**config.mk**
```make
export PLATFORM = sky130hd
export DESIGN_NAME = expression_lexer
export DESIGN_NICKNAME = d
export VERILOG_FILES = /design/src/sv/exlex_pkg.sv /design/src/sv/expression_lexer.sv
export SDC_FILE = /design/constraint.sdc
export NUM_CORES = 1
export LEC_CHECK = 0
export BUFFER_PORTS_ARGS = -buffer_cell sky130_fd_sc_hd__buf_2
export CORE_MARGIN = 1
export CORE_UTILIZATION = 55
export CTS_BUF_LIST = sky130_fd_sc_hd__clkbuf_8
export DETAILED_ROUTE_END_ITERATION = 16
export PLACE_DENSITY = 0.69
export SLEW_MARGIN = 25
export SYNTH_ARGS = -nofsm -noshare
export SYNTH_HDL_FRONTEND = slang
export SYNTH_SLANG_ARGS = --single-unit
```
**constraint.sdc**
```tcl
create_clock -name clk -period 23.1 [get_ports clk]
set_clock_uncertainty 0.15 [all_clocks]
set_input_delay 1.155 -clock clk [delete_from_list [all_inputs] [get_ports clk]]
set_output_delay 1.155 -clock clk [all_outputs]
set_load 0.02 [all_outputs]
```
**src/sv/exlex_pkg.sv**
```systemverilog
// ----------------------------------------------------------------------------
// exlex_pkg
// Types, codes and character classes shared by the expression lexer files.
// ----------------------------------------------------------------------------
package exlex_pkg;

	localparam int MAX_LINE   = 65536;
	localparam int CNT_W      = $clog2(MAX_LINE + 1);
	localparam int POS_W      = 17;
	localparam int MAX_RES    = 3;
	localparam int FIFO_DEPTH = 4;
	localparam int PTR_W      = $clog2(FIFO_DEPTH);
	localparam int FCNT_W     = $clog2(FIFO_DEPTH + 1);

	typedef enum logic [2:0] {
		ST_TOKEN  = 3'd0,
		ST_DONE   = 3'd1,
		ST_BADNUM = 3'd2,
		ST_BANG   = 3'd3,
		ST_LONG   = 3'd4
	} status_t;

	typedef enum logic [4:0] {
		TK_VAR    = 5'd0,
		TK_NUM    = 5'd1,
		TK_COMMA  = 5'd2,
		TK_SEMI   = 5'd3,
		TK_LPAR   = 5'd4,
		TK_RPAR   = 5'd5,
		TK_POW    = 5'd6,
		TK_MUL    = 5'd7,
		TK_DIV    = 5'd8,
		TK_ADD    = 5'd9,
		TK_SUB    = 5'd10,
		TK_ASSIGN = 5'd11,
		TK_EQ     = 5'd12,
		TK_NEQ    = 5'd13,
		TK_LT     = 5'd14,
		TK_LE     = 5'd15,
		TK_GT     = 5'd16,
		TK_GE     = 5'd17,
		TK_AND    = 5'd18,
		TK_OR     = 5'd19,
		TK_NOT    = 5'd20,
		TK_IF     = 5'd21,
		TK_ELSE   = 5'd22
	} kind_t;

	typedef enum logic [2:0] {
		MODE_IDLE = 3'd0,
		MODE_NAME = 3'd1,
		MODE_NUM  = 3'd2,
		MODE_EQ   = 3'd3,
		MODE_LT   = 3'd4,
		MODE_GT   = 3'd5,
		MODE_BANG = 3'd6
	} mode_t;

	typedef enum logic [3:0] {
		KW_NONE = 4'd0,
		KW_A    = 4'd1,
		KW_AN   = 4'd2,
		KW_AND  = 4'd3,
		KW_O    = 4'd4,
		KW_OR   = 4'd5,
		KW_N    = 4'd6,
		KW_NO   = 4'd7,
		KW_NOT  = 4'd8,
		KW_I    = 4'd9,
		KW_IF   = 4'd10,
		KW_E    = 4'd11,
		KW_EL   = 4'd12,
		KW_ELS  = 4'd13,
		KW_ELSE = 4'd14
	} kw_t;

	typedef struct packed {
		logic [7:0] char_in;
		logic       end_of_line;
	} lex_in_t;

	typedef struct packed {
		logic [2:0]       status;
		logic [4:0]       token_kind;
		logic [POS_W-1:0] start_pos;
		logic [POS_W-1:0] end_pos;
		logic             final_result;
	} lex_out_t;

	typedef struct packed {
		logic     emit;
		logic     closes;
		lex_out_t item;
	} flush_t;

	function automatic logic is_letter(input logic [7:0] c);
		return (c >= "a" && c <= "z") || (c >= "A" && c <= "Z") || c == "_";
	endfunction

	function automatic logic is_digit(input logic [7:0] c);
		return c >= "0" && c <= "9";
	endfunction

	function automatic logic [POS_W-1:0] to_pos(input logic [CNT_W-1:0] v);
		logic [CNT_W+POS_W-1:0] w;
		w = {{POS_W{1'b0}}, v};
		return w[POS_W-1:0];
	endfunction

	function automatic kw_t kw_first(input logic [7:0] c);
		kw_t r;
		unique case (c)
			"a":     r = KW_A;
			"o":     r = KW_O;
			"n":     r = KW_N;
			"i":     r = KW_I;
			"e":     r = KW_E;
			default: r = KW_NONE;
		endcase
		return r;
	endfunction

	function automatic kw_t kw_next(input kw_t st, input logic [7:0] c);
		kw_t r;
		r = KW_NONE;
		unique case (st)
			KW_A:    if (c == "n") r = KW_AN;
			KW_AN:   if (c == "d") r = KW_AND;
			KW_O:    if (c == "r") r = KW_OR;
			KW_N:    if (c == "o") r = KW_NO;
			KW_NO:   if (c == "t") r = KW_NOT;
			KW_I:    if (c == "f") r = KW_IF;
			KW_E:    if (c == "l") r = KW_EL;
			KW_EL:   if (c == "s") r = KW_ELS;
			KW_ELS:  if (c == "e") r = KW_ELSE;
			default: r = KW_NONE;
		endcase
		return r;
	endfunction

	function automatic kind_t kw_kind(input kw_t st);
		kind_t r;
		unique case (st)
			KW_AND:  r = TK_AND;
			KW_OR:   r = TK_OR;
			KW_NOT:  r = TK_NOT;
			KW_IF:   r = TK_IF;
			KW_ELSE: r = TK_ELSE;
			default: r = TK_VAR;
		endcase
		return r;
	endfunction

	function automatic lex_out_t mk_token(input kind_t k, input logic [CNT_W-1:0] s,
			input logic [CNT_W-1:0] e);
		lex_out_t r;
		r.status       = ST_TOKEN;
		r.token_kind   = k;
		r.start_pos    = to_pos(s);
		r.end_pos      = to_pos(e);
		r.final_result = 1'b0;
		return r;
	endfunction

	function automatic lex_out_t mk_close(input status_t st);
		lex_out_t r;
		r.status       = st;
		r.token_kind   = TK_VAR;
		r.start_pos    = '0;
		r.end_pos      = '0;
		r.final_result = 1'b1;
		return r;
	endfunction

endpackage

```
**src/sv/expression_lexer.sv**
```systemverilog
// ----------------------------------------------------------------------------
// expression_lexer
// Byte-at-a-time tokenizer for expression lines with position tracking.
// ----------------------------------------------------------------------------
// Input channel (char_valid / char_stall / char_item): one byte per item,
// end_of_line set on the last byte of a line.
// Output channel (tok_valid / tok_stall / tok_item): tokens with kind and
// start/end index within the line, then one closing item per line (done,
// bad number, lone bang or line too long) with final_result set.
// Each accepted byte is decoded in the accept cycle against the lexer state
// and its 0 to 3 result items are written into a 4-entry output queue.
// Result items are registered in the queue and presented from it in order.
// Throughput: one byte per cycle while bytes yield at most one item each and tok_stall is low.
// Bytes yielding two or three items (such as a token plus a close) hold
// char_stall while the queue drains at one item per cycle with tok_stall low.
// char_stall is set whenever the queue holds more than one item, so a
// stalled receiver backs up into the input side.
// Reset empties the queue and returns the lexer to idle at position 0.
// Line length limit is MAX_LINE bytes; positions are reported in 17 bits.
// ----------------------------------------------------------------------------
module expression_lexer
	import exlex_pkg::*;
(
	input  logic     clk,
	input  logic     arst_n,
	input  logic     char_valid,
	output logic     char_stall,
	input  lex_in_t  char_item,
	output logic     tok_valid,
	input  logic     tok_stall,
	output lex_out_t tok_item
);

	mode_t            mode_q, mode_n;
	logic [CNT_W-1:0] start_q, start_n;
	logic [CNT_W-1:0] pos_q, pos_n;
	logic             dot_q, dot_n;
	kw_t              kw_q, kw_n;
	logic             disc_q, disc_n;

	lex_out_t         res [MAX_RES];
	logic [1:0]       nres;

	lex_out_t         fifo_q [FIFO_DEPTH];
	logic [PTR_W-1:0] wr_ptr_q, rd_ptr_q;
	logic [FCNT_W-1:0] cnt_q;

	logic accept, pop;

	function automatic flush_t do_flush(input mode_t m, input logic [CNT_W-1:0] s,
			input kw_t kw, input logic [CNT_W-1:0] e);
		flush_t f;
		f.emit   = 1'b1;
		f.closes = 1'b0;
		f.item   = mk_token(TK_VAR, '0, '0);
		unique case (m)
			MODE_NAME: f.item = mk_token(kw_kind(kw), s, e);
			MODE_NUM:  f.item = mk_token(TK_NUM, s, e);
			MODE_EQ:   f.item = mk_token(TK_ASSIGN, s, s + CNT_W'(1));
			MODE_LT:   f.item = mk_token(TK_LT, s, s + CNT_W'(1));
			MODE_GT:   f.item = mk_token(TK_GT, s, s + CNT_W'(1));
			MODE_BANG: begin
				f.item   = mk_close(ST_BANG);
				f.closes = 1'b1;
			end
			default:   f.emit = 1'b0;
		endcase
		return f;
	endfunction

	assign char_stall = cnt_q > FCNT_W'(FIFO_DEPTH - MAX_RES);
	assign accept     = char_valid && !char_stall;
	assign tok_valid  = cnt_q != '0;
	assign tok_item   = fifo_q[rd_ptr_q];
	assign pop        = tok_valid && !tok_stall;

	always_comb begin
		logic [7:0] c;
		logic       eol;
		logic       closed;
		logic       consumed;
		flush_t     f;
		c        = char_item.char_in;
		eol      = char_item.end_of_line;
		closed   = 1'b0;
		consumed = 1'b0;
		f        = '0;
		nres     = '0;
		for (int i = 0; i < MAX_RES; i++) begin
			res[i] = mk_close(ST_DONE);
		end
		mode_n  = mode_q;
		start_n = start_q;
		pos_n   = pos_q;
		dot_n   = dot_q;
		kw_n    = kw_q;
		disc_n  = disc_q;

		if (disc_q) begin
			if (eol) begin
				disc_n = 1'b0;
				pos_n  = '0;
				mode_n = MODE_IDLE;
			end
		end else begin
			if (pos_q >= CNT_W'(MAX_LINE)) begin
				res[nres] = mk_close(ST_LONG);
				nres      = nres + 2'd1;
				closed    = 1'b1;
			end else begin
				unique case (mode_q)
					MODE_NAME: begin
						if (is_letter(c) || is_digit(c)) begin
							kw_n     = kw_next(kw_q, c);
							consumed = 1'b1;
						end
					end
					MODE_NUM: begin
						if (is_digit(c)) begin
							consumed = 1'b1;
						end else if (c == ".") begin
							if (dot_q) begin
								res[nres] = mk_close(ST_BADNUM);
								nres      = nres + 2'd1;
								closed    = 1'b1;
							end else begin
								dot_n    = 1'b1;
								consumed = 1'b1;
							end
						end
					end
					MODE_EQ, MODE_LT, MODE_GT, MODE_BANG: begin
						if (c == "=") begin
							priority case (mode_q)
								MODE_EQ: res[nres] = mk_token(TK_EQ, start_q,
									start_q + CNT_W'(2));
								MODE_LT: res[nres] = mk_token(TK_LE, start_q,
									start_q + CNT_W'(2));
								MODE_GT: res[nres] = mk_token(TK_GE, start_q,
									start_q + CNT_W'(2));
								default: res[nres] = mk_token(TK_NEQ, start_q,
									start_q + CNT_W'(2));
							endcase
							nres     = nres + 2'd1;
							mode_n   = MODE_IDLE;
							consumed = 1'b1;
						end
					end
					default: ;
				endcase

				if (!closed && !consumed) begin
					f = do_flush(mode_q, start_q, kw_q, pos_q);
					if (f.emit) begin
						res[nres] = f.item;
						nres      = nres + 2'd1;
					end
					closed = f.closes;
					mode_n = MODE_IDLE;
					if (!closed) begin
						if (c == "#") begin
							res[nres] = mk_close(ST_DONE);
							nres      = nres + 2'd1;
							closed    = 1'b1;
						end else if (is_letter(c)) begin
							mode_n  = MODE_NAME;
							start_n = pos_q;
							kw_n    = kw_first(c);
						end else if (is_digit(c)) begin
							mode_n  = MODE_NUM;
							start_n = pos_q;
							dot_n   = 1'b0;
						end else begin
							priority case (c)
								",": res[nres] = mk_token(TK_COMMA, pos_q, pos_q + CNT_W'(1));
								";": res[nres] = mk_token(TK_SEMI, pos_q, pos_q + CNT_W'(1));
								"(": res[nres] = mk_token(TK_LPAR, pos_q, pos_q + CNT_W'(1));
								")": res[nres] = mk_token(TK_RPAR, pos_q, pos_q + CNT_W'(1));
								"^": res[nres] = mk_token(TK_POW, pos_q, pos_q + CNT_W'(1));
								"*": res[nres] = mk_token(TK_MUL, pos_q, pos_q + CNT_W'(1));
								"/": res[nres] = mk_token(TK_DIV, pos_q, pos_q + CNT_W'(1));
								"+": res[nres] = mk_token(TK_ADD, pos_q, pos_q + CNT_W'(1));
								"-": res[nres] = mk_token(TK_SUB, pos_q, pos_q + CNT_W'(1));
								default: ;
							endcase
							priority case (c)
								",", ";", "(", ")", "^", "*", "/", "+", "-":
									nres = nres + 2'd1;
								"=", "<", ">", "!": begin
									start_n = pos_q;
									priority case (c)
										"=":     mode_n = MODE_EQ;
										"<":     mode_n = MODE_LT;
										">":     mode_n = MODE_GT;
										default: mode_n = MODE_BANG;
									endcase
								end
								default: ;
							endcase
						end
					end
				end

				if (!closed && eol) begin
					f = do_flush(mode_n, start_n, kw_n, pos_q + CNT_W'(1));
					if (f.emit) begin
						res[nres] = f.item;
						nres      = nres + 2'd1;
					end
					if (!f.closes) begin
						res[nres] = mk_close(ST_DONE);
						nres      = nres + 2'd1;
					end
					closed = 1'b1;
				end
			end

			if (closed) begin
				mode_n = MODE_IDLE;
				dot_n  = 1'b0;
				kw_n   = KW_NONE;
				if (eol) begin
					pos_n  = '0;
					disc_n = 1'b0;
				end else begin
					disc_n = 1'b1;
				end
			end else begin
				pos_n = pos_q + CNT_W'(1);
			end
		end
	end

	always_ff @(posedge clk or negedge arst_n) begin
		if (!arst_n) begin
			mode_q   <= MODE_IDLE;
			start_q  <= '0;
			pos_q    <= '0;
			dot_q    <= 1'b0;
			kw_q     <= KW_NONE;
			disc_q   <= 1'b0;
			wr_ptr_q <= '0;
			rd_ptr_q <= '0;
			cnt_q    <= '0;
		end else begin
			if (accept) begin
				mode_q   <= mode_n;
				start_q  <= start_n;
				pos_q    <= pos_n;
				dot_q    <= dot_n;
				kw_q     <= kw_n;
				disc_q   <= disc_n;
				wr_ptr_q <= wr_ptr_q + PTR_W'(nres);
			end
			if (pop) begin
				rd_ptr_q <= rd_ptr_q + PTR_W'(1);
			end
			cnt_q <= cnt_q + (accept ? FCNT_W'(nres) : '0) - FCNT_W'(pop);
		end
	end

	always_ff @(posedge clk) begin
		if (accept) begin
			for (int i = 0; i < MAX_RES; i++) begin
				if (2'(i) < nres) begin
					fifo_q[wr_ptr_q + PTR_W'(i)] <= res[i];
				end
			end
		end
	end

endmodule

```
==> impl_metrics.ini <==
[power_and_ir_drop]
p_sw_frac = 0.405
power.internal_uw = 824
powerDensity_nw_per_um2 = 74.3
p_sw_uw = 561
pwr-share-comb = 0.371
power.share.clock = 0.276
seqPwrFrac = 0.353
leakagePower_uw = 0.00658
total_power_uw = 1380
vdd_drop_max_mv = 0.0587

[synth]
synthTopCellsByCount = nand2_1 (192), edfxtp_1 (172), nor2_1 (157)
synthesis.area_sq_um = 17500
netlist_instances = 1884
yosys_warnings = 0
syn_nets = 1914
seq_area_frac_synth = 0.366
yosys.area.top_type = edfxtp_1
synth_top_area_frac = 0.295
synth.most_common_cell = nand2_1
synthFlopType = edfxtp_1
synth_edf_count = 172
syn_avg_cell_area_sq_um = 9.30
synth_area_leaders = edfxtp_1 (29%), dfrtp_1 (7.1%), mux4_2 (5.5%)
ys_ff_latch = 222
ys_types = 104
ys_async_sr_fraction = 0.225

[clocking]
insertion_delay_ns = 0.62
clock-sinks = 222
post_cts_buffers = 0
h-tree-depth = 2
cts_resized = 0
clockBufferDepth = 3
holdBufCountCts = 0
cts_inserted_buffers = 40
cts-root-buf = clkbuf_8
cts_tree = done
clk_pin_slew_worst_paths_ns = 0.06

[timing]
rsz0062_at_grt = false
tns_ns = 0
maxSlewHeadroom = 0.263
drv_slew = 0
finalHoldViolations = 0
fin_crit_ns = 8.85
fin_crit_sh = 0.383
setup_viol = 0
fmax_mhz = 113
hold_slack_ns = 0.360
worst_pin_slew_ns = 1.10

[floorplanning]
io_pins = 58
die_h_um = 180
initial_core_util = 0.565
die-width_um = 180
fp-row-count = 64
die_area_sq_um = 32600
core_area_sq_um = 31000

[global_routing]
grt_pass1_vias = 15684
grtUsageTotal = 0.406
grt-ovfl-total = 0
grt_pass1_wl_um = 101000
grt_max_degree = 51
antenna_found_initial = 2

[placement]
routabilityCongestion = 1.04
place_inst = 2198
placed_area_sq_um = 17800
io_buffers = 57
dp.final_hpwl_um = 46800

[outcome]
outcome = finished, final reports clean

[routing]
num_vias = 16860
ant_nets = 0
wirelength_um = 66800
drt_iter0_markers = 2666
dr.pass1.iters = 7
avgViaCountPerCell = 7.42
drc = 0
post_drt_wl_per_cell_um = 29.4

[worst_setup_path]
cpPeakStageDelay_ns = 0.91
critical_path_arrival_ns = 8.92
path_buf_inv = 5
slowest_stage = and2_1
crit_type = input port to flop
crit_chain = buf_2 -> nand2b_1 -> nor3_1 -> nand3_1 -> nand2_1 -> clkinv_1 -> ha_1 -> a311o_1 -> a211o_1 -> and3_1 -> ha_1 -> o21ai_0 -> inv_1 -> ha_1 -> inv_1 -> o211ai_1 -> a21oi_2 -> and3_1 -> and2_1 -> nor2_1 -> a21oi_4 -> buf_4
critPathTopFamily = simple AND/OR/NAND/NOR gates
cp-startpoint = char_item[2]
start_kind = input port
critical_path_required_ns = 23.17
path_max_fanout = 35
crit_top_cell = ha_1
regToRegStartpoint = mode_q[1]
end_kind = flop

[layout]
postLayoutCellArea_sq_um = 18600
fin_cells = 2271
nets = 1874
drive_gt1_frac = 0.154
syn_to_final_growth_pct = 6.43
n_antenna_cell = 0

[worst_hold_path]
min-delay-start = cnt_q[0]
hp-class = flop to flop

[job]
drv_cap = 0
==> kinds of logic (layout without fill, tap and decap cells) <==
logic type	Yosys count	count (layout)	share of synthesized area
adder cells (fa/ha/maj)	18	18	0.0131
XOR/XNOR	64	64	0.0320
buffers and inverters	204	195	0.0528
AND/OR/NAND/NOR	599	599	0.165
AO/OA/AOI/OAI	648	648	0.263
multiplexers	129	129	0.107
flip-flops	222	222	0.366
==> worst reg2reg max path: cells and delay by family, from the launching register on <==
| family | cells | cell delay [ns] |
|---|---|---|
| AOI/OAI and AO/OA | 6 | 1.83 |
| adders and majority gates | 3 | 1.07 |
| buffers and inverters | 4 | 1.09 |
| DFF | 1 | 0.61 |
| and+or+nand+nor | 8 | 3.53 |
==> power by group through the flow <==
stage	combinational, uW	clock (uW)	sequential [uW]
3_3_place_gp	499	0	494
6_report	514	382	489
2_1_floorplan	359	0	476
5_1_grt	541	400	492
3_5_place_dp	501	0	496
4_1_cts	503	383	488
==> per-stage QoR <==
step	worst slack, ns	util
floorplan	14.67	-
global placement	14.12	0.575
detailed placement	13.96	0.576
CTS	14.53	0.601
global route	13.80	0.601
finish	14.25	0.601
==> worst paths after layout <==
kind,depth (start not counted),slack [ns],to
setup / recovery,22,14.25,fifo_q[2][29]
hold / removal,1,0.36,cnt_q[0]
setup reg to reg,21,14.39,fifo_q[2][29]
hold reg to reg,1,0.36,cnt_q[0]
max in group asynchronous,2,21.72,rd_ptr_q[0]
min in group asynchronous,2,0.51,pos_q[13]
==> state kept, by name, summed over array words and instances, names as in the netlist <==
signal / cells
disc_q: 1
cnt_q: 3
dot_q: 1
rd_ptr_q: 2
pos_q: 17
wr_ptr_q: 2
mode_q: 3
kw_q: 4
fifo_q: 172
start_q: 17
==> routing by layer <==
metal / routed length (um) / track usage
met5: 13 / 0
met4: 2680 / 0.155
met3: 8740 / 0.101
met2: 28500 / 0.597
met1: 26900 / 0.576
==> layout make-up <==
cell class	count	area, sq um
sequential	222	6420
fill	2716	12400
timing repair buffer	92	548
multi-input combinational	1458	10300
tap	396	495
inverter	30	113
clock inverter	33	239
clock buffer	40	551
==> placed cells by master, fill, tap and decap left out, drive strengths merged, types with 20 or more instances in the layout <==
master    n
o221ai   53
a221oi   36
mux2i    50
a31oi    34
nand2   196
xnor2    44
a22o     25
nor2    158
nand3    50
clkbuf   40
mux2     36
and3     22
xor2     20
buf      92
mux4     43
inv      50
nor3     36
a211oi   22
edfxtp  172
dfrtp    50
o21ai   105
o21a     62
a22oi    63
a21oi   123
Note: power is estimated with default switching activity, not from simulation.
